<file path="config.mk">
export PLATFORM = sky130hd
export DESIGN_NAME = hcbp_ram
export DESIGN_NICKNAME = d
export VERILOG_FILES = /design/src/design/hcbp_ram.sv
export SDC_FILE = /design/constraint.sdc
export NUM_CORES = 1
export LEC_CHECK = 0
export ABC_AREA = 1
export CAP_MARGIN = 20
export CORE_UTILIZATION = 40
export DETAILED_ROUTE_END_ITERATION = 8
export DONT_BUFFER_PORTS = 1
export GPL_TIMING_DRIVEN = 0
export PLACE_DENSITY_LB_ADDON = 0.08
export RECOVER_POWER = 50
export SYNTH_ARGS = -nofsm -noshare
export SYNTH_HDL_FRONTEND = slang
export SYNTH_SLANG_ARGS = --single-unit
export TNS_END_PERCENT = 100
</file>
<file path="constraint.sdc">
create_clock -name aclk -period 1.15 [get_ports aclk]
set_clock_uncertainty 0.05 [all_clocks]
set_input_delay 0.1725 -clock aclk [delete_from_list [all_inputs] [get_ports aclk]]
set_output_delay 0.1725 -clock aclk [all_outputs]
set_load 0.01 [all_outputs]
</file>
<file path="src/design/hcbp_ram.sv">
// ----------------------------------------------------------------------------
// hcbp_ram
// Generic single write port, single read port RAM with registered read.
// ----------------------------------------------------------------------------
module hcbp_ram #(
    parameter int WIDTH = 8,
    parameter int DEPTH = 16
) (
    input  logic                     aclk,
    input  logic                     we,
    input  logic [$clog2(DEPTH)-1:0] waddr,
    input  logic [WIDTH-1:0]         wdata,
    input  logic                     re,
    input  logic [$clog2(DEPTH)-1:0] raddr,
    output logic [WIDTH-1:0]         rdata
);

    logic [WIDTH-1:0] mem [DEPTH];
    logic [WIDTH-1:0] rdata_reg;

    always_ff @(posedge aclk) begin
        if (we) begin
            mem[waddr] <= wdata;
        end
        // hold read data until the next read
        if (re) begin
            rdata_reg <= mem[raddr];
        end
    end

    assign rdata = rdata_reg;

endmodule

</file>
### Yosys cells after proc, flatten, opt, wreduce, memory -nomap -nowiden

Memories as Yosys holds them, arrays and structs flattened. A register that Yosys moved wholly into a read port is not among the register bits.
Cells that the tools add are included.

* mux-type cells: 2

Operator list (count)
* $mux W1: 2

* memory bits (writable): 128
* input bits: 19
* register bits: 0
* logic and storage cells: 3
* output and inout port bits: 8
* memories: 1

Memory list
* mem: depth 16, width 8, read ports 1, clocked after memory_dff 1, wr ports 1, line 18 `logic [WIDTH-1:0] mem [DEPTH];`

### Longest topological paths before layout

Gate-level depths: netlist (run 1).

* depth in word-level cells: 2
* gate-level depth with buffers: 8
* gate-level depth less buffers: 7

### Worst setup path before layout (run 1)

No wires, ideal clock.

* path type: input-to-reg
* start point: input waddr[3]
* end point: memory mem[4][0], enable pin
* data required time: 730 ps
* path slack: -23 ps
* setup time: 370 ps
* cell stages on the path: 2
* data arrival time: 753 ps
* path buffers: 0
* cells stage by stage: nand3b_1 -> nor2_1

RTL lines
* start: declaration: line 11 `input logic [$clog2(DEPTH)-1:0] waddr,`
* end: declaration: line 18

Straight into the memory's write port.

==> out/results.txt, run 1 <==
outcome - complete, but fails checks
failing checks - hold timing
pin count of the biggest net entering global routing - 17
CTS buffer count - 17
layout cells sized above 1 - 0.205
std cell rows - 43
H-tree depth - 4
capturing point of the worst reg2reg path - rdata[7]
IO Pins - 27
f_max - 0.874 GHz
Fin Setup TNS - 0 ns
nets - 596
crit path launch - mem[2][7]
CTS tree - done
Crit Path Category - reg2reg
vias - 3739
max-cap violations - 0
Cells after DPL - 731
Total GRT Usage - 0.216
post-synth cell types - 11
Seq. cell area - 0.00408 sq mm
RSZ-0062 raised after global routing - true
# port buffers - 0
Post-DRT Antenna Nets - 0
Sink Count - 136
Hold Path Depth - 0
grt total ovfl - 0
placed cell area - 0.00607 sq mm
hold crit path type - in2reg
Final period util - 0.995
drt first pass iters - 5
Crit path required time - 1.27 ns
Max VDD drop - 1.01 mV
area of the multi-input gates - 0.00148 sq mm
first-pass GRT wire length - 22000 um
final hold vios - 32
Yosys reg bits - 136
area of the mapped netlist - 0.00585 sq mm
reg2reg start - mem[2][7]
crit end category - register
DRT iter0 DRCs - 326
CTS Root Cell - clkbuf_16
initial antenna violation count - 0
core box area - 0.0141 sq mm
Slew HR - 0.358
Hold Buf Count CTS - 7
DRC violations left - 0
fillers - 1280
DR WL/cell - 19.1 um
Clock Latency Late Sink - 0.42 ns
Final Critical Period - 1.14 ns
die width - 123 um
die height - 123 um
Ant. Diodes - 0
share of the yosys chip area belonging to registers - 0.698
worst hold margin - -0.205 ns
die area - 0.0151 sq mm
syn_area_per_cell - 10.6 sq um
YS warnings - 0
design area - 0.00709 sq mm
final WL - 14700 um
routed vias/inst - 4.86
Reg clk slew, reported paths - 0.06 ns
CP max FO - 1
Worst setup SP type - register
worst reg2reg path depth - 6
clk buf depth - 2
Starting Density - 0.415
final non-filler cell total - 770
Hold Startpoint - wdata[1]
final setup fails - 0
Post-Synthesis Cells - 551
Post-DP HPWL - 9750 um
Max Slew Vio Count - 0
pwr dens - 1820 mW/mm^2
vias in the first global route - 3562
Area Growth Syn to Fin - 21.2%
Pleak - 2.97 nW
max reg flops - 128
Mapped Nets - 570
reg2reg setup slack - 0.005 ns
Worst EP arrival - 1.26 ns
routability-driven placement congestion ratio - 0.792
Hold EP - mem[2][1]
Worst Tran Pin Value - 0.963 ns
Post-CTS Repair Setup Buffers - 0
-- timing repair --
action,4_1_cts,5_1_grt
pin swaps,4,7
endpoints found under the hold margin,136,32
cloned,0,0
endpoints found under the setup margin,16,104
resized for setup,26,45
-- cell type report --
class | count | area share
plain buffers | 24 | 0.0235
clock buffers | 17 | 0.0600
clock inverters | 15 | 0.0394
inverters | 102 | 0.0540
multi-input cells | 289 | 0.209
flip-flops and latches | 136 | 0.576
well taps | 180 | 0.0318
repair buffers | 7 | 0.00636
-- stage by stage --
stage | util | power [mW] | setup WS, ns
3_5_place_dp | 0.431 | 6.31 | -0.484
2_1_floorplan | - | 6.12 | -0.0233
5_1_grt | 0.503 | 13.2 | -0.0681
4_1_cts | 0.493 | 12.9 | -0.00452
3_3_place_gp | 0.431 | 6.31 | -0.414
6_report | 0.503 | 12.9 | 0.00535
-- layout by cell type, fill, tap and decap left out, types with 3 or more instances in the layout --
cell,instances
clkbuf_1,4
nand3_1,58
clkinv_1,3
inv_1,100
nor2_2,9
nand3_2,39
bufinv_16,8
buf_2,13
clkinvlp_4,3
nand2_1,154
buf_6,6
nor2_1,8
buf_4,4
clkbuf_16,17
edfxtp_1,136
dlygate4sd3_1,3
nand2_2,19
-- logic make-up after synthesis --
logic type             share of synthesized area
buffers and inverters                     0.0939
flip-flops                                 0.698
AND/OR/NAND/NOR                            0.208
-- per-layer routing --
| metal | GRT usage | vias up | routed length [um] |
|---|---|---|---|
| li1 | - | 1833 | - |
| met1 | 0.317 | 1780 | 7120 |
| met2 | 0.306 | 107 | 6450 |
| met3 | 0.0512 | 19 | 867 |
| met4 | 0.0861 | 0 | 270 |
| met5 | 0 | - | 0 |
-- worst max-delay path by stage --
stage	to	slack, ns
floorplan	mem[4][0]	-0.02
global placement	mem[4][2]	-0.41
detailed placement	mem[4][0]	-0.48
CTS	rdata[4]	-0.005
global route	rdata[7]	-0.07
finish	rdata[7]	0.005
-- report_power, final --
part	total, mW	switching [mW]	internal [mW]
Clock	6.51	2.04	4.47
Sequential	5.63	0.0388	5.59
Combinational	0.743	0.528	0.215
Total	12.9	2.61	10.3
-- synthesized netlist by cell type --
| cell | n | area [sq um] |
|---|---|---|
| buf_1 | 1 | 3.75 |
| buf_2 | 13 | 65.1 |
| buf_4 | 4 | 30.0 |
| buf_6 | 6 | 67.6 |
| edfxtp_1 | 136 | 4080 |
| inv_1 | 100 | 375 |
| inv_2 | 2 | 7.51 |
| nand2_1 | 173 | 649 |
| nand3_1 | 97 | 485 |
| nand3b_1 | 2 | 15.0 |
| nor2_1 | 17 | 63.8 |
-- critical path, cell delays in order (launching register included) --
cell,delay (ns)
edfxtp_1,0.38
inv_1,0.06
nand2_1,0.05
nand3_2,0.09
nand3_2,0.07
nand3_1,0.11
nand2_1,0.08
No activity file was read; power rests on OpenSTA's default activity.
==> run 2, diff against run 1 <==
--- a/config.mk
+++ b/config.mk
@@ -8,6 +8,7 @@
 export ABC_AREA = 1
 export CAP_MARGIN = 20
 export CORE_UTILIZATION = 40
+export CTS_BUF_LIST = sky130_fd_sc_hd__clkbuf_4 sky130_fd_sc_hd__clkbuf_8
 export DETAILED_ROUTE_END_ITERATION = 8
 export DONT_BUFFER_PORTS = 1
 export GPL_TIMING_DRIVEN = 0
==> run 2 against run 1 <==
The flow finishes with violations (setup timing). Maximum frequency decreased by 0.64%. Core utilization is 1.4 points lower. Total power shrank 11%. Hold slack gained 0.37 ns. Design area shrank 2.8%. Non-clock buffer count increased by 2. Setup slack got worse by 0.0074 ns. Critical path depth decreased by 4. Largest power group is now sequential cells.
==> out/results.txt, run 2 (same netlist as run 1, synthesis figures left out) <==
fillers - 1295 (was 1280)
IO Pins - 27 (unchanged)
initial antenna violation count - 0 (unchanged)
Worst EP arrival - 1.19 ns (was 1.26 ns)
most frequent cells in the layout - nand2_1, edfxtp_1, inv_1 (unchanged)
Slew HR - 0.361 (was 0.358)
Starting Density - 0.415 (unchanged)
nets - 598 (was 596)
vias in the first global route - 3555 (was 3562)
power share of the clock group - 0.443 (was 0.505)
Post-DP HPWL - 9750 um (unchanged)
Final period util - 1.00 (was 0.995)
Final Critical Period - 1.15 ns (was 1.14 ns)
final setup margin - -0.00206 ns (was 0.00535 ns)
die area - 0.0151 sq mm (unchanged)
# port buffers - 0 (unchanged)
pwr dens - 1660 mW/mm^2 (was 1820 mW/mm^2)
layout cells sized above 1 - 0.189 (was 0.205)
DRC violations left - 0 (unchanged)
drt first pass iters - 5 (unchanged)
max-cap violations - 0 (unchanged)
max reg flops - 128 (unchanged)
Crit Path Category - in2reg (was reg2reg)
Internal - 9.01 mW (was 10.3 mW)
placed cell area - 0.00607 sq mm (unchanged)
Max VDD drop - 0.974 mV (was 1.01 mV)
H-tree depth - 4 (unchanged)
Net Sw Frac - 0.214 (was 0.202)
Post-DRT Antenna Nets - 0 (unchanged)
outcome - complete, but fails checks (unchanged)
Total GRT Usage - 0.217 (was 0.216)
worst reg2reg path depth - 6 (unchanged)
design area - 0.00689 sq mm (was 0.00709 sq mm)
Ant. Diodes - 0 (unchanged)
final WL - 14700 um (about the same)
Cells after DPL - 731 (unchanged)
core box area - 0.0141 sq mm (unchanged)
Area Growth Syn to Fin - 17.9% (was 21.2%)
f_max - 0.868 GHz (was 0.874 GHz)
CP max FO - 8 (was 1)
die height - 123 um (unchanged)
CP bufs+invs - 0 (was 1)
CTS buffer count - 17 (unchanged)
CTS Root Cell - clkbuf_8 (was clkbuf_16)
Sw Pwr - 2.45 mW (was 2.61 mW)
capturing point of the worst reg2reg path - rdata[5] (was rdata[7])
Hold Path Depth - 2 (was 0)
Max stage delay on crit path - 0.77 ns (was 0.38 ns)
Reg clk slew, reported paths - 0.08 ns (was 0.06 ns)
Worst Tran Pin Value - 0.959 ns (was 0.963 ns)
final setup fails - 8 (was 0)
reg2reg setup slack - -0.002 ns (was 0.005 ns)
first-pass GRT wire length - 22000 um (about the same)
failing checks - setup timing (was hold timing)
crit end category - register (unchanged)
clk buf depth - 2 (unchanged)
Hold Startpoint - waddr[1] (was wdata[1])
Tot Pwr - 11.5 mW (was 12.9 mW)
final hold vios - 0 (was 32)
routability-driven placement congestion ratio - 0.792 (unchanged)
final non-filler cell total - 772 (was 770)
vias - 3755 (was 3739)
dpl ws - -0.484 ns (unchanged)
Sink Count - 136 (unchanged)
pin count of the biggest net entering global routing - 17 (unchanged)
DR WL/cell - 19.1 um (about the same)
die width - 123 um (unchanged)
Worst setup SP type - input pin (was register)
grt total ovfl - 0 (unchanged)
CTS tree - done (unchanged)
CP max stage cell - nor2_1 (was edfxtp_1)
reg2reg start - mem[7][5] (was mem[2][7])
Hold EP - mem[6][6] (was mem[2][1])
hold crit path type - in2reg (unchanged)
std cell rows - 43 (unchanged)
RSZ-0062 raised after global routing - true (unchanged)
Clock Latency Late Sink - 0.46 ns (was 0.42 ns)
Gate power share - 0.067 (was 0.058)
most common cell after layout, fill and taps aside - nand2_1 (unchanged)
Pleak - 2.89 nW (was 2.97 nW)
CP cell instances - nand3b_1 > nor2_1 (was inv_1 > nand2_1 > nand3_2 > nand3_2 > nand3_1 > nand2_1)
routed vias/inst - 4.86 (about the same)
Max Slew Vio Count - 0 (unchanged)
sequential fraction of design power - 0.491 (was 0.437)
DRT iter0 DRCs - 291 (was 326)
Crit path required time - 1.18 ns (was 1.27 ns)
crit-path leading delay family - simple AND/OR/NAND/NOR gates (unchanged)
run 2: cell count changes in the layout (fill, tap and decap cells not counted), sizes merged:
cell | before | now
clkbuf | 21 | 20
dlygate4sd3 | 3 | 6
run 2: routing by layer:
metal,share of wire,global-route usage
met1,0.49,0.322
met2,0.44,0.302
met3,0.056,0.0604
met4,0.015,0.0739
met5,0,0
run 2: power groups by stage:
stage / combinational [mW] / clock [mW] / sequential [mW]
after floorplan: 0.391 / 0 / 5.73
after global placement: 0.575 / 0 / 5.73
after detailed placement: 0.580 / 0 / 5.73
after CTS: 0.733 / 5.14 / 5.62
after global routing: 0.835 / 5.35 / 5.63
final: 0.765 / 5.07 / 5.62
run 2: area by class of cell:
type / count / area [sq um] / share of cell area
sequential: 136 / 4080 / 0.593
clock inverter: 15 / 279 / 0.0405
clock buffer: 17 / 234 / 0.0340
tap: 180 / 225 / 0.0327
multi-input combinational: 289 / 1450 / 0.210
timing repair buffer: 9 / 71.3 / 0.0103
inverter: 102 / 383 / 0.0556
buffer: 24 / 166 / 0.0241
run 2: timing repair:
action	CTS	global route
pin swaps	6	16
endpoints found under the setup margin	8	56
gates resized for setup	24	37
hold buffers	9	0
endpoints found under the hold margin	136	0
buffers inserted	0	0
gates cloned	0	0
run 2: per-stage QoR:
step | utilization | TNS (ns) | hold slack, ns
2_1_floorplan | - | -1.49 | 0.221
3_3_place_gp | 0.431 | -42.72 | 0.223
3_5_place_dp | 0.431 | -45.30 | 0.222
4_1_cts | 0.481 | 0 | 0.139
5_1_grt | 0.489 | -0.388 | 0.170
6_report | 0.489 | -0.00840 | 0.169
run 2: worst max path at each step:
| stage | start | end | slack (ns) | cells past startpoint |
|---|---|---|---|---|
| floorplan | waddr[3] | mem[4][0] | -0.02 | 2 |
| global placement | waddr[3] | mem[4][2] | -0.41 | 2 |
| detailed placement | waddr[3] | mem[4][0] | -0.48 | 2 |
| CTS | mem[3][0] | rdata[0] | 0.001 | 6 |
| global route | mem[14][4] | rdata[4] | -0.05 | 6 |
| finish | waddr[3] | mem[4][1] | -0.002 | 2 |
==> run 3, diff against run 2 <==
==> constraint.sdc (replaced) <==
create_clock -name aclk -period 1.15 [get_ports aclk]
set_clock_uncertainty 0.05 [all_clocks]
set_input_delay 0.23 -clock aclk [delete_from_list [all_inputs] [get_ports aclk]]
set_output_delay 0.23 -clock aclk [all_outputs]
set_load 0.01 [all_outputs]
==> run 3 against run 2 <==
The run ends with hold timing, setup timing left. Total power decreased by 10%. First-iteration DRC count increased by 9.3%. Combinational power increased by 3.9%. Cell count decreased by 0.13%. Global-route usage increased by 0.074 points. Count of clock-buffer cells in the layout increased by 3. Sequential share of layout area decreased by 0.28 points. Die area unchanged. Sequential power about the same. Design area increased by 0.47%. Maximum frequency decreased by 5.8%. Largest power group unchanged.
==> out/results.txt, run 3 (same netlist as run 1, synthesis figures left out) <==
outcome - complete, but fails checks (unchanged)
failing checks - hold timing, setup timing (was setup timing)
Total GRT Usage - 0.217 (about the same)
CP bufs+invs - 0 (unchanged)
CP cell instances - nand3b_1 > nor2_1 (unchanged)
area of the multi-input gates - 0.00163 sq mm (was 0.00145 sq mm)
DRC violations left - 0 (unchanged)
final setup fails - 44 (was 8)
clk buf depth - 2 (unchanged)
max-cap violations - 0 (unchanged)
Post-CTS Repair Setup Buffers - 0 (unchanged)
CP max FO - 8 (unchanged)
pin count of the biggest net entering global routing - 17 (unchanged)
Max VDD drop - 0.687 mV (was 0.974 mV)
Worst EP arrival - 1.24 ns (was 1.19 ns)
RSZ-0062 raised after global routing - true (unchanged)
die width - 123 um (unchanged)
Final period util - 1.06 (was 1.00)
initial antenna violation count - 1 (was 0)
grt peak-use layer - met1 (unchanged)
Final Critical Period - 1.22 ns (was 1.15 ns)
H-tree depth - 4 (unchanged)
DR WL/cell - 19.4 um (was 19.1 um)
CTS tree - done (unchanged)
Reg clk slew, reported paths - 0.07 ns (was 0.08 ns)
layout cells sized above 1 - 0.259 (was 0.189)
Post-DRT Antenna Nets - 0 (unchanged)
crit-path leading delay family - simple AND/OR/NAND/NOR gates (unchanged)
met3 usage - 0.0563 (was 0.0604)
Fin Setup TNS - -1.78 ns (was -0.00840 ns)
CTS Root Cell - clkbuf_8 (unchanged)
Worst Tran Pin Value - 0.939 ns (was 0.959 ns)
vias - 3795 (was 3755)
std cell rows - 43 (unchanged)
Post-DP HPWL - 9860 um (was 9750 um)
Crit path required time - 1.17 ns (was 1.18 ns)
final WL - 14900 um (was 14700 um)
most frequent cells in the layout - nand2_1, edfxtp_1, inv_1 (unchanged)
vias in the first global route - 3561 (was 3555)
worst hold margin - -0.169 ns (was 0.169 ns)
CP max stage cell - nor2_1 (unchanged)
Max stage delay on crit path - 0.75 ns (was 0.77 ns)
die height - 123 um (unchanged)
routability-driven placement congestion ratio - 0.877 (was 0.792)
f_max - 0.818 GHz (was 0.868 GHz)
Slew HR - 0.374 (was 0.361)
final hold vios - 32 (was 0)
max reg flops - 128 (unchanged)
Starting Density - 0.415 (unchanged)
core box area - 0.0141 sq mm (unchanged)
Seq. cell area - 0.00408 sq mm (unchanged)
drt first pass iters - 5 (unchanged)
Sink Count - 136 (unchanged)
# port buffers - 0 (unchanged)
DRT iter0 DRCs - 318 (was 291)
Pleak - 2.90 nW (was 2.89 nW)
CTS buffer count - 17 (unchanged)
Clock Latency Late Sink - 0.44 ns (was 0.46 ns)
IO Pins - 27 (unchanged)
die area - 0.0151 sq mm (unchanged)
most common cell after layout, fill and taps aside - nand2_1 (unchanged)
Crit Path Category - in2reg (unchanged)
nets - 596 (was 598)
grt total ovfl - 0 (unchanged)
Max Slew Vio Count - 0 (unchanged)
GRT met2 Usage - 0.309 (was 0.302)
Worst setup SP type - input pin (unchanged)
pwr dens - 1490 mW/mm^2 (was 1660 mW/mm^2)
first-pass GRT wire length - 22300 um (was 22000 um)
final setup margin - -0.0726 ns (was -0.00206 ns)
fillers - 1315 (was 1295)
routed vias/inst - 4.92 (was 4.86)
Area Growth Syn to Fin - 18.4% (was 17.9%)
final core utilization - 0.491 (was 0.489)
global routing usage on met1 - 0.320 (was 0.322)
crit end category - register (unchanged)
Tot Pwr - 10.3 mW (was 11.5 mW)
hold crit path type - in2reg (unchanged)
-- run 3: changes by cell type in the layout (fill, tap and decap cells not counted), moves of 4 or more --
| cell | change |
|---|---|
| nor2_1 | -7 |
| nand3_2 | +34 |
| bufinv_16 | -5 |
| nand3_1 | -34 |
| nor2_2 | +7 |
| dlygate4sd3_1 | -4 |
-- run 3: repair_timing --
item,CTS,global route
hold endpoints to repair,136,48
resized for setup,30,71
hold buffers,6,1
endpoints found under the setup margin,32,128
pin swaps,3,39
-- run 3: final cells by class --
type	count	area share
diodes	1	0.000361
well taps	180	0.0325
multi-input cells	289	0.236
repair buffers	7	0.00560
clock buffers	20	0.0370
clock inverters	12	0.0192
plain buffers	24	0.0242
flip-flops and latches	136	0.590
inverters	102	0.0553
-- run 3: layer usage --
layer | vias up | part of all wire
met5 | - | 0
met4 | 0 | 0.015
met3 | 18 | 0.054
met2 | 110 | 0.44
met1 | 1836 | 0.50
li1 | 1831 | -
-- run 3: where the power goes --
part | total, mW | switching (mW) | internal, mW
clock network | 3.90 | 1.73 | 2.17
registers | 5.62 | 0.0404 | 5.58
logic | 0.795 | 0.564 | 0.231
-- run 3: final timing paths --
| path | startpoint | endpoint | slack (ns) | cells past startpoint |
|---|---|---|---|---|
| setup / recovery | waddr[3] | mem[7][4] | -0.07 | 2 |
| hold / removal | wdata[0] | mem[2][0] | -0.17 | 0 |
| setup reg to reg | mem[8][5] | rdata[5] | -0.01 | 6 |
| hold reg to reg | mem[7][6] | rdata[6] | 0.73 | 6 |
-- run 3: per-stage QoR --
stage / instance area (sq um) / instances / worst slack (ns)
floorplan: 5860 / 551 / -0.0808
global placement: 6090 / 731 / -0.520
detailed placement: 6090 / 731 / -0.518
CTS: 6670 / 769 / -0.0450
global route: 6920 / 770 / -0.100
finish: 6920 / 771 / -0.0726
