$ cat src/design/hcbp_pkg.sv
// ----------------------------------------------------------------------------
// hcbp_pkg
// Shared types and constants of the code table bit packer.
// ----------------------------------------------------------------------------
package hcbp_pkg;

    localparam int MAX_CODE_LEN_DEF = 32;
    localparam int NUM_SYMBOLS_DEF  = 256;

    localparam int BYTE_BITS = 8;
    localparam int CODE_W    = 32;
    localparam int PEND_W    = BYTE_BITS - 1;
    localparam int PCNT_W    = 3;

    typedef enum logic [1:0] {
        OP_LOAD   = 2'd0,
        OP_ENCODE = 2'd1,
        OP_FLUSH  = 2'd2
    } op_t;

    // Item handed from the accept logic to the packing stage
    typedef struct packed {
        logic valid;
        logic flush;
    } issue_t;

endpackage

$ cat src/design/hcbp_packer.sv
// ----------------------------------------------------------------------------
// hcbp_packer
// Bit accumulator and byte emitter: appends a looked-up code to the waiting
// bits and sends full bytes, one per cycle unless stalled, via an output reg.
// ----------------------------------------------------------------------------
module hcbp_packer #(
    parameter int MAX_CODE_LEN = hcbp_pkg::MAX_CODE_LEN_DEF
) (
    input  logic                                 aclk,
    input  logic                                 aresetn,
    input  hcbp_pkg::issue_t                     issue,
    input  logic [hcbp_pkg::CODE_W-1:0]          entry_code,
    input  logic [$clog2(MAX_CODE_LEN+1)-1:0]    entry_len,
    output logic                                 free,
    output logic                                 m_valid,
    input  logic                                 m_ready,
    output logic [hcbp_pkg::BYTE_BITS-1:0]       m_out_byte,
    output logic                                 m_last
);

    localparam int ACC_W     = MAX_CODE_LEN + hcbp_pkg::PEND_W;
    localparam int TOT_W     = $clog2(ACC_W + 1);
    localparam int THR_W     = $clog2(ACC_W + hcbp_pkg::BYTE_BITS + 1);
    localparam int MAX_BYTES = ACC_W / hcbp_pkg::BYTE_BITS;
    localparam int K_W       = $clog2(MAX_BYTES + 1);

    logic                          s1_valid_reg, s1_valid_next;
    logic                          s1_flush_reg, s1_flush_next;
    logic [K_W-1:0]                k_reg, k_next;
    logic [hcbp_pkg::PEND_W-1:0]   pend_bits_reg, pend_bits_next;
    logic [hcbp_pkg::PCNT_W-1:0]   pend_cnt_reg, pend_cnt_next;
    logic                          m_valid_reg, m_valid_next;
    logic [hcbp_pkg::BYTE_BITS-1:0] m_byte_reg, m_byte_next;
    logic                          m_last_reg, m_last_next;

    logic [hcbp_pkg::CODE_W-1:0]   code_m;
    logic [ACC_W-1:0]              acc;
    logic [TOT_W-1:0]              total;
    logic [THR_W-1:0]              thr;
    logic [TOT_W-1:0]              shift;
    logic                          enc_has, enc_last, fl_has;
    logic [hcbp_pkg::BYTE_BITS-1:0] enc_byte, fl_byte;
    logic                          has_byte, is_last, out_load, emit, done;
    logic [hcbp_pkg::BYTE_BITS-1:0] cur_byte;
    logic [hcbp_pkg::PCNT_W-1:0]   rem;

    // append the masked code to the waiting bits
    assign code_m  = entry_code & ~({hcbp_pkg::CODE_W{1'b1}} << entry_len);
    assign acc     = (ACC_W'(pend_bits_reg) << entry_len) | ACC_W'(code_m);
    assign total   = TOT_W'(pend_cnt_reg) + TOT_W'(entry_len);

    // threshold for the byte about to go out: 8 * (k + 1)
    assign thr      = THR_W'({k_reg, 3'b000}) + THR_W'(hcbp_pkg::BYTE_BITS);
    assign enc_has  = THR_W'(total) >= thr;
    assign enc_last = THR_W'(total) < (thr + THR_W'(hcbp_pkg::BYTE_BITS));
    assign shift    = TOT_W'(THR_W'(total) - thr);
    assign enc_byte = hcbp_pkg::BYTE_BITS'(acc >> shift);
    assign rem      = total[hcbp_pkg::PCNT_W-1:0];

    // partial byte, padded with zeros in the low bits
    assign fl_has  = pend_cnt_reg != '0;
    assign fl_byte = {pend_bits_reg, 1'b0} << (3'd7 - pend_cnt_reg);

    assign has_byte = s1_flush_reg ? fl_has : enc_has;
    assign is_last  = s1_flush_reg ? 1'b1 : enc_last;
    assign cur_byte = s1_flush_reg ? fl_byte : enc_byte;

    assign out_load = !m_valid_reg || m_ready;
    assign emit     = s1_valid_reg && has_byte && out_load;
    assign done     = s1_valid_reg && (!has_byte || (is_last && out_load));
    assign free     = !s1_valid_reg || done;

    always_comb begin
        s1_valid_next  = s1_valid_reg;
        s1_flush_next  = s1_flush_reg;
        k_next         = k_reg;
        pend_bits_next = pend_bits_reg;
        pend_cnt_next  = pend_cnt_reg;

        if (emit && !is_last) begin
            k_next = k_reg + K_W'(1);
        end
        if (done) begin
            k_next = '0;
            if (s1_flush_reg) begin
                pend_bits_next = '0;
                pend_cnt_next  = '0;
            end else begin
                pend_bits_next = acc[hcbp_pkg::PEND_W-1:0]
                               & ~({hcbp_pkg::PEND_W{1'b1}} << rem);
                pend_cnt_next  = rem;
            end
        end
        if (free) begin
            s1_valid_next = issue.valid;
            s1_flush_next = issue.flush;
        end
    end

    always_comb begin
        m_valid_next = m_valid_reg;
        m_byte_next  = m_byte_reg;
        m_last_next  = m_last_reg;
        if (out_load) begin
            m_valid_next = emit;
            m_byte_next  = cur_byte;
            m_last_next  = is_last;
        end
    end

    always_ff @(posedge aclk) begin
        if (!aresetn) begin
            s1_valid_reg  <= 1'b0;
            s1_flush_reg  <= 1'b0;
            k_reg         <= '0;
            pend_bits_reg <= '0;
            pend_cnt_reg  <= '0;
            m_valid_reg   <= 1'b0;
        end else begin
            s1_valid_reg  <= s1_valid_next;
            s1_flush_reg  <= s1_flush_next;
            k_reg         <= k_next;
            pend_bits_reg <= pend_bits_next;
            pend_cnt_reg  <= pend_cnt_next;
            m_valid_reg   <= m_valid_next;
        end
        m_byte_reg <= m_byte_next;
        m_last_reg <= m_last_next;
    end

    assign m_valid    = m_valid_reg;
    assign m_out_byte = m_byte_reg;
    assign m_last     = m_last_reg;

endmodule

$ cat config.mk
export PLATFORM = sky130hd
export DESIGN_NAME = hcbp_packer
export DESIGN_NICKNAME = d
export VERILOG_FILES = /design/src/design/hcbp_pkg.sv /design/src/design/hcbp_packer.sv
export SDC_FILE = /design/constraint.sdc
export NUM_CORES = 1
export LEC_CHECK = 0
export ABC_AREA = 1
export BUFFER_PORTS_ARGS = -buffer_cell sky130_fd_sc_hd__buf_2
export CORE_MARGIN = 5
export CORE_UTILIZATION = 60
export DETAILED_ROUTE_END_ITERATION = 12
export PLACE_DENSITY = 0.84
export SLEW_MARGIN = 20
export SYNTH_ARGS = -nofsm -noshare
export SYNTH_HDL_FRONTEND = slang
export SYNTH_SLANG_ARGS = --single-unit
$ cat constraint.sdc
create_clock -name aclk -period 3.98 [get_ports aclk]
set_clock_uncertainty 0.05 [all_clocks]
set_input_delay 0.199 -clock aclk [delete_from_list [all_inputs] [get_ports aclk]]
set_output_delay 0.199 -clock aclk [all_outputs]
set_load 0.02 [all_outputs]
Word level (Yosys, flattened, before mapping)
Cells that the tools add are included.
Widths: inputs -> output; s select.
{"block": "op_classes", "addsub": 6, "n_mul": 0, "div_mod_pow": 0, "n_lt_le_gt_ge": 2, "n_eq_ne": 0, "shifts": 5, "n_mux": 5, "n_bitwise": 6, "reduce_logical": 14}
{"cell": "$or 39x32->39", "n": 1}
{"cell": "$shl 7x6->39", "n": 1}
{"cell": "$shr 39x6->8", "n": 1}
{"cell": "$and 32x32->32", "n": 1}
{"cell": "$not 32->32", "n": 1}
{"cell": "$shl 32x6->32 const A", "n": 1}
{"cell": "$add 6x4->6 const B", "n": 2}
{"cell": "$mux 8", "n": 1}
{"cell": "$shl 8x3->8", "n": 1}
{"cell": "$and 7x7->7", "n": 1}
{"cell": "$mux 7", "n": 1}
{"cell": "$not 7->7", "n": 1}
{"cell": "$shl 7x3->7 const A", "n": 1}
{"cell": "$add 3x6->6", "n": 1}
{"cell": "$ge 6x6->1", "n": 1}
{"cell": "$lt 6x6->1", "n": 1}
{"cell": "$sub 6x6->6", "n": 1}
{"cell": "$logic_and 1x1->1", "n": 5}
{"cell": "$logic_not 1->1", "n": 4}
{"cell": "$add 3x1->3 const B", "n": 1}
{"cell": "$logic_or 1x1->1", "n": 3}
{"cell": "$mux 3", "n": 1}
{"cell": "$reduce_bool 3->1", "n": 1}
{"cell": "$sub 3x3->3 const A", "n": 1}
{"cell": "3 further kinds", "n": 4}
{"block": "totals", "ff_bits": 25, "latch_bits": 0, "ram_bits": 0, "romBits": 0, "in_bits": 43, "out_inout_bits": 11, "elab_cells": 46, "n_memories": 0}

Depth between registers and ports, before layout
Gate-level depths: netlist (run 1).
{"block": "depth", "depth_word": 8, "mapped_depth": 19, "depth_no_buf": 19}

Worst setup path before layout (run 1)
OpenSTA, ideal clock, no wires.
{"block": "synth_timing", "kind": "flip-flop to flip-flop", "startpoint": "register pend_cnt_reg[0] (netlist bit)", "endpoint": "register m_byte_reg (netlist bit m_out_byte[6]) (data pin)", "setup_ps": 260, "arrival_ps": 2657, "t_required_ps": 3670, "path_slack_ps": 1013, "stages_incl_launch_ff": 16, "path_buffers": 0, "period_less_slack_ps": 2967, "cell_sequence": "dfxtp_1 > ha_1 > fa_1 > nand2_1 > a21oi_1 > xor2_1 > inv_1 > fa_1 > xnor2_1 > inv_1 > nand2_1 > nor2_1 > inv_1 > nor2_1 > a221oi_1 > nand2_1"}
{"block": "synth_via", "elab_chain_cells": 4}
{"item": "start, declared", "line_no": "hcbp_packer.sv:31", "source": "logic [hcbp_pkg::PCNT_W-1:0] pend_cnt_reg, pend_cnt_next;"}
{"item": "start signal, assigned", "line_no": "hcbp_packer.sv:124", "source": "pend_cnt_reg <= pend_cnt_next;"}
{"item": "$add 3x6->6", "line_no": "hcbp_packer.sv:50", "source": "assign total = TOT_W'(pend_cnt_reg) + TOT_W'(entry_len);"}
{"item": "$sub 6x6->6", "line_no": "hcbp_packer.sv:56", "source": "assign shift = TOT_W'(THR_W'(total) - thr);"}
{"item": "$shr 39x6->8", "line_no": "hcbp_packer.sv:57", "source": "assign enc_byte = hcbp_pkg::BYTE_BITS'(acc >> shift);"}
{"item": "$mux 8 *", "line_no": "hcbp_packer.sv:66", "source": "assign cur_byte = s1_flush_reg ? fl_byte : enc_byte;"}
{"item": "net cur_byte (one bit)", "line_no": "hcbp_packer.sv:44", "source": "logic [hcbp_pkg::BYTE_BITS-1:0] cur_byte;"}
{"item": "end signal, assigned", "line_no": "hcbp_packer.sv:127", "source": "m_byte_reg <= m_byte_next;"}
{"item": "end, declared", "line_no": "hcbp_packer.sv:33", "source": "logic [hcbp_pkg::BYTE_BITS-1:0] m_byte_reg, m_byte_next;"}
The timed path passes the listed nets; every way through them passes the cells marked *.
A chain may end at the register's enable or synchronous reset.

Final worst setup path (run 1)
Same ends and word-level chain as after synthesis.

==> flow_metrics.py, run 1 <==
metrics = {
    "sta": {
        "relSlewSlack_pct": 55.0,
        "finalCriticalPeriod_ns": 3.64,
        "final_max_slew_viol_count": 0,
        "hold_ws_ns": 0.107,
        "tightest_slew_ns": 0.674,
        "fmaxAchievable_mhz": 275,
        "min_period_over_period_pct": 91.4,
        "setup_tns_ns": 0,
        "setup_viol": 0,
        "rsz0062_at_grt": "no",
        "hold_violations": 0,
    },
    "floorplan": {
        "io_pins": 54,
        "die_y_um": 94.2,
        "fp.coreArea_um2": 6830,
        "die_area_um2": 8870,
        "fp.dieW_um": 94.2,
        "num_rows": 30,
        "initial_utilization_pct": 62.2,
    },
    "pwr": {
        "p_switching_mw": 0.847,
        "internal_power_mw": 0.725,
        "pwr_density_cell_nw_per_um2": 346,
        "swShare_pct": 53.9,
        "seq_power_share_pct": 22.6,
        "ir_worst_vdd_mv": 0.147,
        "share_comb_of_total_power_pct": 68.1,
        "p_leak_nw": 2.23,
        "clkPwrFrac_pct": 9.4,
    },
    "hold_path": {
        "hold_start": "issue[1]",
        "min_path_type": "in2reg",
        "hold-path-cell-count": 2,
        "hold_path_end": "s1_valid_reg",
    },
    "routing": {
        "ant_nets": 0,
        "wirelength_um": 16500,
        "viasPerCell": 6.50,
        "dr.pass1.iters": 6,
        "initialDrtViolationCount": 842,
        "drc_errors": 0,
        "routedWlPerCell_um": 18.6,
        "vias": 5774,
    },
    "critical_path": {
        "r2r-end": "m_out_byte[6]",
        "slowest_stage": "fa_1",
        "cp_max_fo": 15,
        "crit_type": "reg2reg",
        "regToRegStartpoint": "pend_cnt_reg[0]",
        "worstPathCellList": "ha_1 > fa_1 > nand2_1 > a21oi_1 > xor2_1 > inv_1 > fa_1 > nor2_1 > nand2_1 > nor2_1 > inv_1 > nor2_1 > a221oi_1 > nand2_1",
        "regToRegSetupSlack_ns": 0.34,
        "start_kind": "flip-flop",
        "crit_path_end_kind": "flip-flop",
        "slowest_delay_ns": 0.89,
        "crit_buf_inv": 2,
        "crit_family": "adder cells",
        "reg2reg_depth": 14,
        "arrival_ns": 3.61,
        "crit_required_ns": 3.95,
    },
    "clock_tree": {
        "cts_tree": "yes",
        "htreeDepth": 1,
        "clockRootBuffer": "clkbuf_8",
        "numCtsBuffers": 3,
        "clk_path_buf_depth": 2,
        "cts_setup_buffers": 0,
        "cts.sinks": 25,
        "cts.clk_slew.worst_paths_ns": 0.08,
        "cts-resized-gates": 0,
        "hold_buffers": 0,
        "worstSkewPairLatency_ns": 0.27,
    },
    "synth": {
        "syn_nets": 823,
        "synth_enable_flop_cells": 9,
        "synth_largest_area_cell": "nand3_1",
        "synth_top_area_share_pct": 27.6,
        "synth_ff_type": "dfxtp_1",
        "synth.distinct_cells": 43,
        "synth_common_cells": "nand3_1 (234), nand2_1 (207), inv_1 (53)",
        "postSynthAreaPerCell_um2": 5.54,
        "netlist_instances": 767,
        "ys_ff_latch": 25,
        "yosysWarningCount": 0,
        "yosysSeqAreaShare_pct": 13.9,
        "synth_area_leaders": "nand3_1 (28%), nand2_1 (18%), dfxtp_1 (7.5%)",
        "synthArstFlopShare_pct": 0,
        "synthesis.area_um2": 4250,
        "synth.most_common_cell": "nand3_1",
    },
    "run": {
        "maxCapViolations": 0,
    },
    "grt": {
        "grt_pass1_vias": 5371,
        "grt_first_pass_wirelength_um": 26200,
        "antenna_found_initial": 0,
        "grt_usage_pct": 37.4,
        "grt_overflow": 0,
        "grt_start_max_net_pins": 41,
    },
    "place": {
        "place_congestion": 1.09,
        "io_buffers": 53,
        "dpl.hpwl_um": 12900,
        "dp.cells": 884,
    },
    "finish": {
        "drive_gt1_share_pct": 12.6,
        "antennaDiodeCount": 0,
        "final_cells": 888,
        "area_growth_pct": 7.01,
        "nets": 849,
        "filler_cell_count": 685,
        "largest_reg_flops": 8,
    },
    "outcome": {
        "status": "completed",
    },
}
==> power by group through the flow <==
stage | registers (mW) | clock network [mW] | logic (mW)
final | 0.355 | 0.147 | 1.07
after global routing | 0.360 | 0.155 | 1.17
after CTS | 0.354 | 0.145 | 1.03
after detailed placement | 0.359 | 0 | 1.02
after global placement | 0.355 | 0 | 1.01
after floorplan | 0.401 | 0 | 0.715
==> cells by family (layout without fill, tap and decap cells) <==
family	count (synthesis)	count (layout)	synth area share [%]
AO/OA/AOI/OAI	103	103	14.7
XOR/XNOR	7	7	1.44
adder cells (fa/ha/maj)	13	13	4.18
buffers and inverters	109	134	10.7
flip-flops	25	25	13.9
multiplexers	1	1	0.236
AND/OR/NAND/NOR	509	509	54.8
==> worst register-to-register path, cell delays in order (launching register included) <==
cell and delay, ns:
dfxtp_1 0.57, ha_1 0.27, fa_1 0.19, nand2_1 0.07, a21oi_1 0.18, xor2_1 0.16, inv_1 0.11, fa_1 0.89
nor2_1 0.12, nand2_1 0.11, nor2_1 0.08, inv_1 0.13, nor2_1 0.07, a221oi_1 0.30, nand2_1 0.09
==> metrics by stage <==
stage               utilization, %  setup WS (ns)  area (um2)  power, mW
finish                        66.6          0.341        4550       1.57
global route                  66.6          0.101        4550       1.69
CTS                           66.6          0.439        4550       1.53
detailed placement            65.9          0.444        4500       1.38
global placement              65.9          0.575        4500       1.36
floorplan                        -           1.01        4250       1.12
==> cells in the final DEF, fill, tap and decap left out, types with 2 or more instances in the layout <==
| cell | Yosys | final |
|---|---|---|
| ha_1 | 11 | 11 |
| nor2_2 | 5 | 5 |
| nand2_2 | 6 | 6 |
| o21ai_0 | 19 | 19 |
| edfxtp_1 | 9 | 9 |
| o22ai_1 | 3 | 3 |
| a22oi_1 | 3 | 3 |
| buf_2 | 10 | 53 |
| nor3_1 | 5 | 5 |
| nor2_4 | 4 | 4 |
| buf_4 | 9 | 9 |
| nor2_1 | 31 | 31 |
| xor2_1 | 4 | 4 |
| nand2_1 | 207 | 207 |
| fa_1 | 2 | 2 |
| o211ai_1 | 19 | 19 |
| dfxtp_1 | 16 | 16 |
| clkbuf_8 | 0 | 3 |
| nand4_1 | 14 | 14 |
| xnor2_1 | 3 | 3 |
| o21ai_1 | 19 | 19 |
| inv_2 | 14 | 14 |
| a21oi_1 | 25 | 25 |
| nand3_1 | 234 | 234 |
| o21a_1 | 2 | 2 |
| inv_1 | 53 | 53 |
| a31oi_1 | 3 | 3 |
==> cell type report <==
class                   instances  area [um2]  share of cell area, %
well taps                      96         120                   2.64
clock buffers                   4        45.0                  0.991
flip-flops and latches         25         591                   13.0
repair buffers                 62         333                   7.32
inverters                      68         255                   5.61
multi-input cells             633        3200                   70.4
==> worst max path at each step <==
stage                          startpoint            end  slack, ns  depth (start not counted)
after global routing      pend_cnt_reg[0]  m_out_byte[6]       0.10                         14
after detailed placement  pend_cnt_reg[0]  m_out_byte[6]       0.44                         14
after floorplan           pend_cnt_reg[0]  m_out_byte[6]       1.01                         15
after global placement    pend_cnt_reg[0]  m_out_byte[6]       0.58                         14
final                     pend_cnt_reg[0]  m_out_byte[6]       0.34                         14
after CTS                 pend_cnt_reg[0]  m_out_byte[6]       0.44                         14
==> routing by layer <==
metal | GRT usage (%) | wire length, um | vias up
met1 | 46.8 | 6210 | 2529
met5 | 0 | 0 | -
met4 | 22.6 | 1130 | 0
li1 | - | - | 2689
met2 | 59.4 | 7080 | 465
met3 | 6.65 | 2060 | 91
Note: power is estimated with default switching activity, not from simulation.
==> run 2: changes to the inputs <==
- CORE_UTILIZATION: 60 -> 65
- PLACE_DENSITY: 0.84 -> 0.9
- clock period: 3.98 -> 4.32 ns (I/O delays scaled with it)
==> flow_metrics.py, run 2 (synthesis results as in run 1) <==
metrics = {
    "routing": {
        "ant_nets": 0,
        "initialDrtViolationCount": 1037,
        "viasPerCell": 6.76,
        "dr.pass1.iters": 8,
        "routedWlPerCell_um": 18.7,
        "drc_errors": 0,
        "wirelength_um": 16300,
        "vias": 5889,
    },
    "critical_path": {
        "r2r-end": "m_out_byte[6]",
        "cp_num_cells": 14,
        "regToRegStartpoint": "pend_cnt_reg[0]",
        "regToRegSetupSlack_ns": 0.60,
        "crit_buf_inv": 2,
        "crit_path_end_kind": "flip-flop",
        "slowest_delay_ns": 0.87,
        "endpoint": "m_out_byte[6]",
        "cp_max_fo": 15,
        "slowest_stage": "fa_1",
        "crit_required_ns": 4.29,
        "arrival_ns": 3.70,
        "start_kind": "flip-flop",
        "crit_type": "reg2reg",
        "worstPathCellList": "ha_1 > fa_1 > nand2_1 > a21oi_1 > xor2_1 > inv_1 > fa_1 > nor2_1 > nand2_1 > nor2_1 > inv_1 > nor2_1 > a221oi_1 > nand2_1",
        "reg2reg_depth": 14,
        "crit_family": "adder cells",
        "crit_path_start": "pend_cnt_reg[0]",
    },
    "grt": {
        "grt_first_pass_wirelength_um": 26400,
        "grt_start_max_net_pins": 41,
        "grt_usage_pct": 38.7,
        "grt_overflow": 0,
        "grt_pass1_vias": 5319,
        "antenna_found_initial": 0,
    },
    "sta": {
        "finalCriticalPeriod_ns": 3.72,
        "setup_viol": 0,
        "relSlewSlack_pct": 40.5,
        "layout_setup_ws_ns": 0.597,
        "hold_violations": 0,
        "fmaxAchievable_mhz": 269,
        "min_period_over_period_pct": 86.2,
        "setup_tns_ns": 0,
        "rsz0062_at_grt": "no",
        "final_max_slew_viol_count": 0,
        "tightest_slew_ns": 0.891,
    },
    "place": {
        "dpl.hpwl_um": 12600,
        "placed_area_um2": 4490,
        "dp.cells": 867,
        "place_congestion": 1.10,
        "place_ws_ns": 0.655,
        "io_buffers": 53,
    },
    "clock_tree": {
        "cts.clk_slew.worst_paths_ns": 0.09,
        "htreeDepth": 1,
        "numCtsBuffers": 3,
        "hold_buffers": 0,
        "worstSkewPairLatency_ns": 0.28,
        "cts-resized-gates": 0,
        "cts_tree": "yes",
        "cts_setup_buffers": 0,
        "cts.sinks": 25,
        "clockRootBuffer": "clkbuf_8",
        "clk_path_buf_depth": 2,
    },
    "finish": {
        "largest_reg_flops": 8,
        "final_cells": 871,
        "layout_commonest_cell": "nand3_1",
        "area_growth_pct": 6.80,
        "filler_cell_count": 584,
        "fin_area_um2": 4540,
        "most-common-layout-cells": "nand3_1 (234), nand2_1 (207), inv_1 (53), buf_2 (53), nor2_1 (31)",
        "drive_gt1_share_pct": 12.8,
        "antennaDiodeCount": 0,
        "nets": 851,
    },
    "floorplan": {
        "fp.coreArea_um2": 6350,
        "initial_utilization_pct": 66.9,
        "fp.dieW_um": 90.9,
        "die_y_um": 90.9,
        "io_pins": 54,
        "die_area_um2": 8250,
        "num_rows": 29,
    },
    "outcome": {
        "status": "completed",
    },
    "pwr": {
        "pwr_density_cell_nw_per_um2": 320,
        "p_leak_nw": 2.24,
        "ir_worst_vdd_mv": 0.464,
    },
    "run": {
        "maxCapViolations": 0,
    },
    "hold_path": {
        "min_path_type": "in2reg",
    },
}
[run 2: changes by cell type in the layout (fill, tap and decap cells not counted)]
cell   before  now
buf_4       9   11
[run 2: layout make-up]
class                           count  area [um2]  area share [%]
Clock buffer                        4        45.0           0.993
Inverter                           68         255            5.62
Multi-Input combinational cell    633        3200            70.6
Sequential cell                    25         591            13.0
Tap cell                           77        96.3            2.12
Timing Repair Buffer               64         348            7.66
[run 2: through the flow]
stage	power, mW	hold WS, ns	util (%)
floorplan	1.03	0.284	-
global placement	1.25	0.375	70.8
detailed placement	1.27	0.384	70.8
CTS	1.41	0.100	71.5
global route	1.56	0.108	71.5
finish	1.45	0.0963	71.5
[run 2: how the worst min path moves through the flow]
stage               startpoint            to  slack, ns  cells after the start
floorplan              aresetn  s1_valid_reg       0.28                      1
global placement      issue[1]  s1_valid_reg       0.37                      2
detailed placement    issue[1]  s1_valid_reg       0.38                      2
CTS                   issue[1]  s1_valid_reg       0.10                      2
global route          issue[1]  s1_valid_reg       0.11                      2
finish                issue[1]  s1_valid_reg        0.1                      2
[run 2: worst register-to-register path, stage by stage, from the launching register on]
cell,delay [ns]
dfxtp_1,0.59
ha_1,0.28
fa_1,0.21
nand2_1,0.08
a21oi_1,0.16
xor2_1,0.18
inv_1,0.12
fa_1,0.87
nor2_1,0.13
nand2_1,0.11
nor2_1,0.08
inv_1,0.10
nor2_1,0.07
a221oi_1,0.33
nand2_1,0.10
[run 2: power breakdown]
group          switching (mW)  internal [mW]  total, mW
Sequential             0.0274          0.299      0.326
Clock                  0.0757         0.0662      0.142
Combinational           0.674          0.309      0.983
[run 2: metal layers]
layer / share of wire (%) / track usage [%] / vias up
met5: 0 / 0 / -
met4: 6.9 / 23.3 / 0
met3: 14 / 5.67 / 108
met2: 42 / 59.0 / 563
met1: 37 / 51.0 / 2528
li1: - / - / 2690
==> run 3: changes to the inputs <==
- ABC_AREA: 1 -> 0
- CAP_MARGIN: unset -> 40
- CORE_UTILIZATION: 65 -> 66
==> flow_metrics.py, run 3 <==
metrics = {
    "outcome": {
        "status": "completed",
    },
    "critical_path": {
        "crit_required_ns": 4.05,
        "r2r-end": "m_out_byte[1]",
        "crit_type": "reg2out",
        "worstPathCellList": "ha_1 > a21oi_1 > xnor2_1 > ha_1 > inv_1 > o41ai_1 > a2111oi_0 > or3b_2 > nor2_1 > inv_1 > buf_2",
        "reg2reg_depth": 11,
        "cp_max_fo": 10,
        "regToRegSetupSlack_ns": 0.42,
        "start_kind": "flip-flop",
        "slowest_stage": "or3b_2",
        "regToRegStartpoint": "pend_cnt_reg[2]",
        "arrival_ns": 3.67,
        "crit_path_start": "pend_cnt_reg[2]",
        "slowest_delay_ns": 0.53,
        "crit_path_end_kind": "primary output",
    },
    "clock_tree": {
        "cts.sinks": 25,
        "cts-resized-gates": 0,
        "hold_buffers": 0,
        "numCtsBuffers": 3,
        "clockRootBuffer": "clkbuf_8",
        "cts_setup_buffers": 0,
        "htreeDepth": 1,
        "cts_tree": "yes",
        "worstSkewPairLatency_ns": 0.29,
        "clk_path_buf_depth": 2,
        "cts.clk_slew.worst_paths_ns": 0.10,
    },
    "synth": {
        "synth-simple-area-share_pct": 24.6,
        "synth_enable_flop_cells": 9,
        "synth.most_common_cell": "nand2_1",
        "synth.distinct_cells": 74,
        "ys_ff_latch": 25,
        "yosysWarningCount": 0,
        "postSynthAreaPerCell_um2": 7.47,
        "synth-compound-area-share_pct": 33.1,
        "synth_ff_type": "dfxtp_1",
        "synth_largest_area_cell": "mux2i_1",
        "yosysSeqAreaShare_pct": 12.2,
        "netlist_instances": 647,
        "syn_nets": 703,
        "synthXorXnorAreaFrac_pct": 1.99,
        "synth_top_family_by_area": "compound AO/OA/AOI/OAI gates",
        "synth.mux.area_fraction_pct": 17.7,
        "yosys.area_share.adder_pct": 3.68,
        "synthesis.area_um2": 4830,
        "synth_common_cells": "nand2_1 (57), clkbuf_1 (52), nor2_1 (45)",
        "synth_top_area_share_pct": 7.87,
        "synth_area_leaders": "mux2i_1 (7.9%), dfxtp_1 (6.6%), edfxtp_1 (5.6%)",
        "synthArstFlopShare_pct": 0,
    },
    "routing": {
        "drc_errors": 0,
        "dr.pass1.iters": 13,
        "viasPerCell": 7.54,
        "ant_nets": 0,
        "wirelength_um": 16900,
        "initialDrtViolationCount": 1128,
        "vias": 5698,
        "routedWlPerCell_um": 22.3,
    },
    "sta": {
        "rsz0062_at_grt": "no",
        "setup_tns_ns": 0,
        "tightest_slew_ns": 0.802,
        "finalCriticalPeriod_ns": 3.93,
        "layout_setup_ws_ns": 0.386,
        "fmaxAchievable_mhz": 254,
        "hold_violations": 0,
        "setup_viol": 0,
        "relSlewSlack_pct": 46.5,
        "final_max_slew_viol_count": 0,
        "min_period_over_period_pct": 91.1,
    },
    "hold_path": {
        "hold-path-cell-count": 2,
        "min_path_type": "in2reg",
        "hold_start": "issue[1]",
        "hold_path_end": "s1_valid_reg",
    },
    "run": {
        "maxCapViolations": 0,
    },
    "pwr": {
        "pwr_density_cell_nw_per_um2": 250,
        "ir_worst_vdd_mv": 0.275,
        "p_leak_nw": 2.07,
    },
    "grt": {
        "grt_first_pass_wirelength_um": 26000,
        "grt_start_max_net_pins": 57,
        "grt_usage_pct": 36.1,
        "grt_overflow": 0,
        "antenna_found_initial": 0,
        "grt_pass1_vias": 4957,
    },
    "finish": {
        "largest_reg_flops": 8,
        "filler_cell_count": 578,
        "antennaDiodeCount": 0,
        "drive_gt1_share_pct": 19.3,
        "nets": 714,
        "most-common-layout-cells": "nand2_1 (57), buf_2 (53), nor2_1 (45), mux2i_1 (38), o21ai_0 (30)",
        "area_growth_pct": 6.99,
        "layout_commonest_cell": "nand2_1",
    },
    "floorplan": {
        "num_rows": 31,
        "io_pins": 54,
        "die_area_um2": 9130,
        "fp.dieW_um": 95.6,
        "initial_utilization_pct": 67.4,
        "die_y_um": 95.6,
        "fp.coreArea_um2": 7180,
    },
    "place": {
        "dpl.hpwl_um": 12600,
        "io_buffers": 53,
        "place_ws_ns": 0.415,
        "place_congestion": 1.15,
    },
}
==> run 3: worst max-delay path by stage <==
stage | slack (ns) | depth (start not counted) | end
final | 0.39 | 11 | free
after global routing | 0.22 | 11 | m_out_byte[1]
after CTS | 0.46 | 11 | free
after detailed placement | 0.41 | 12 | m_out_byte[1]
after global placement | 0.50 | 14 | pend_bits_reg[6]
after floorplan | 0.89 | 13 | k_reg[1]
==> run 3: critical path, delay by kind of cell, from the launching register on <==
family	cells	cell delay (ns)
adder cells (fa/ha/maj)	2	0.70
AND/OR/NAND/NOR	2	0.79
AO/OA/AOI/OAI	3	0.90
flip-flops	1	0.52
buffers and inverters	3	0.35
XOR/XNOR	1	0.13
==> run 3: through the flow <==
step	hold WS, ns	utilization, %	total power, mW	cells	area (um2)
6_report	0.0829	72.1	1.29	756	5170
5_1_grt	0.0999	72.1	1.36	756	5170
4_1_cts	0.0889	71.8	1.25	754	5150
3_5_place_dp	0.386	71.1	1.11	750	5100
3_3_place_gp	0.375	71.0	1.10	749	5090
2_1_floorplan	0.290	-	0.895	647	4830
==> run 3: where the power goes <==
| part | internal (mW) | switching [mW] |
|---|---|---|
| Combinational | 0.317 | 0.528 |
| Sequential | 0.281 | 0.0189 |
| Clock | 0.0678 | 0.0800 |
| Total | 0.667 | 0.627 |
==> run 3: final cells by class <==
type | instances | area (um2) | area share, %
multi-input combinational | 539 | 3940 | 76.1
timing repair buffer | 70 | 398 | 7.69
clock inverter | 1 | 8.76 | 0.169
sequential | 25 | 591 | 11.4
clock buffer | 3 | 41.3 | 0.798
inverter | 19 | 71.3 | 1.38
tap | 99 | 124 | 2.40
==> run 3: layer usage <==
layer | GRT usage, % | vias to the layer above | routed length, um
met5 | 0 | - | 0
met4 | 11.5 | 0 | 727
met3 | 9.87 | 85 | 2650
met2 | 54.1 | 544 | 7150
met1 | 50.1 | 2545 | 6360
li1 | - | 2524 | -
==> run 3: logic make-up (layout without fill, tap and decap cells) <==
logic type / Yosys count / after routing
simple gates: 230 / 230
compound gates: 215 / 215
buf+inv: 83 / 93
mux: 70 / 70
flops: 25 / 25
fa+ha+maj: 13 / 13
xor+xnor: 11 / 11
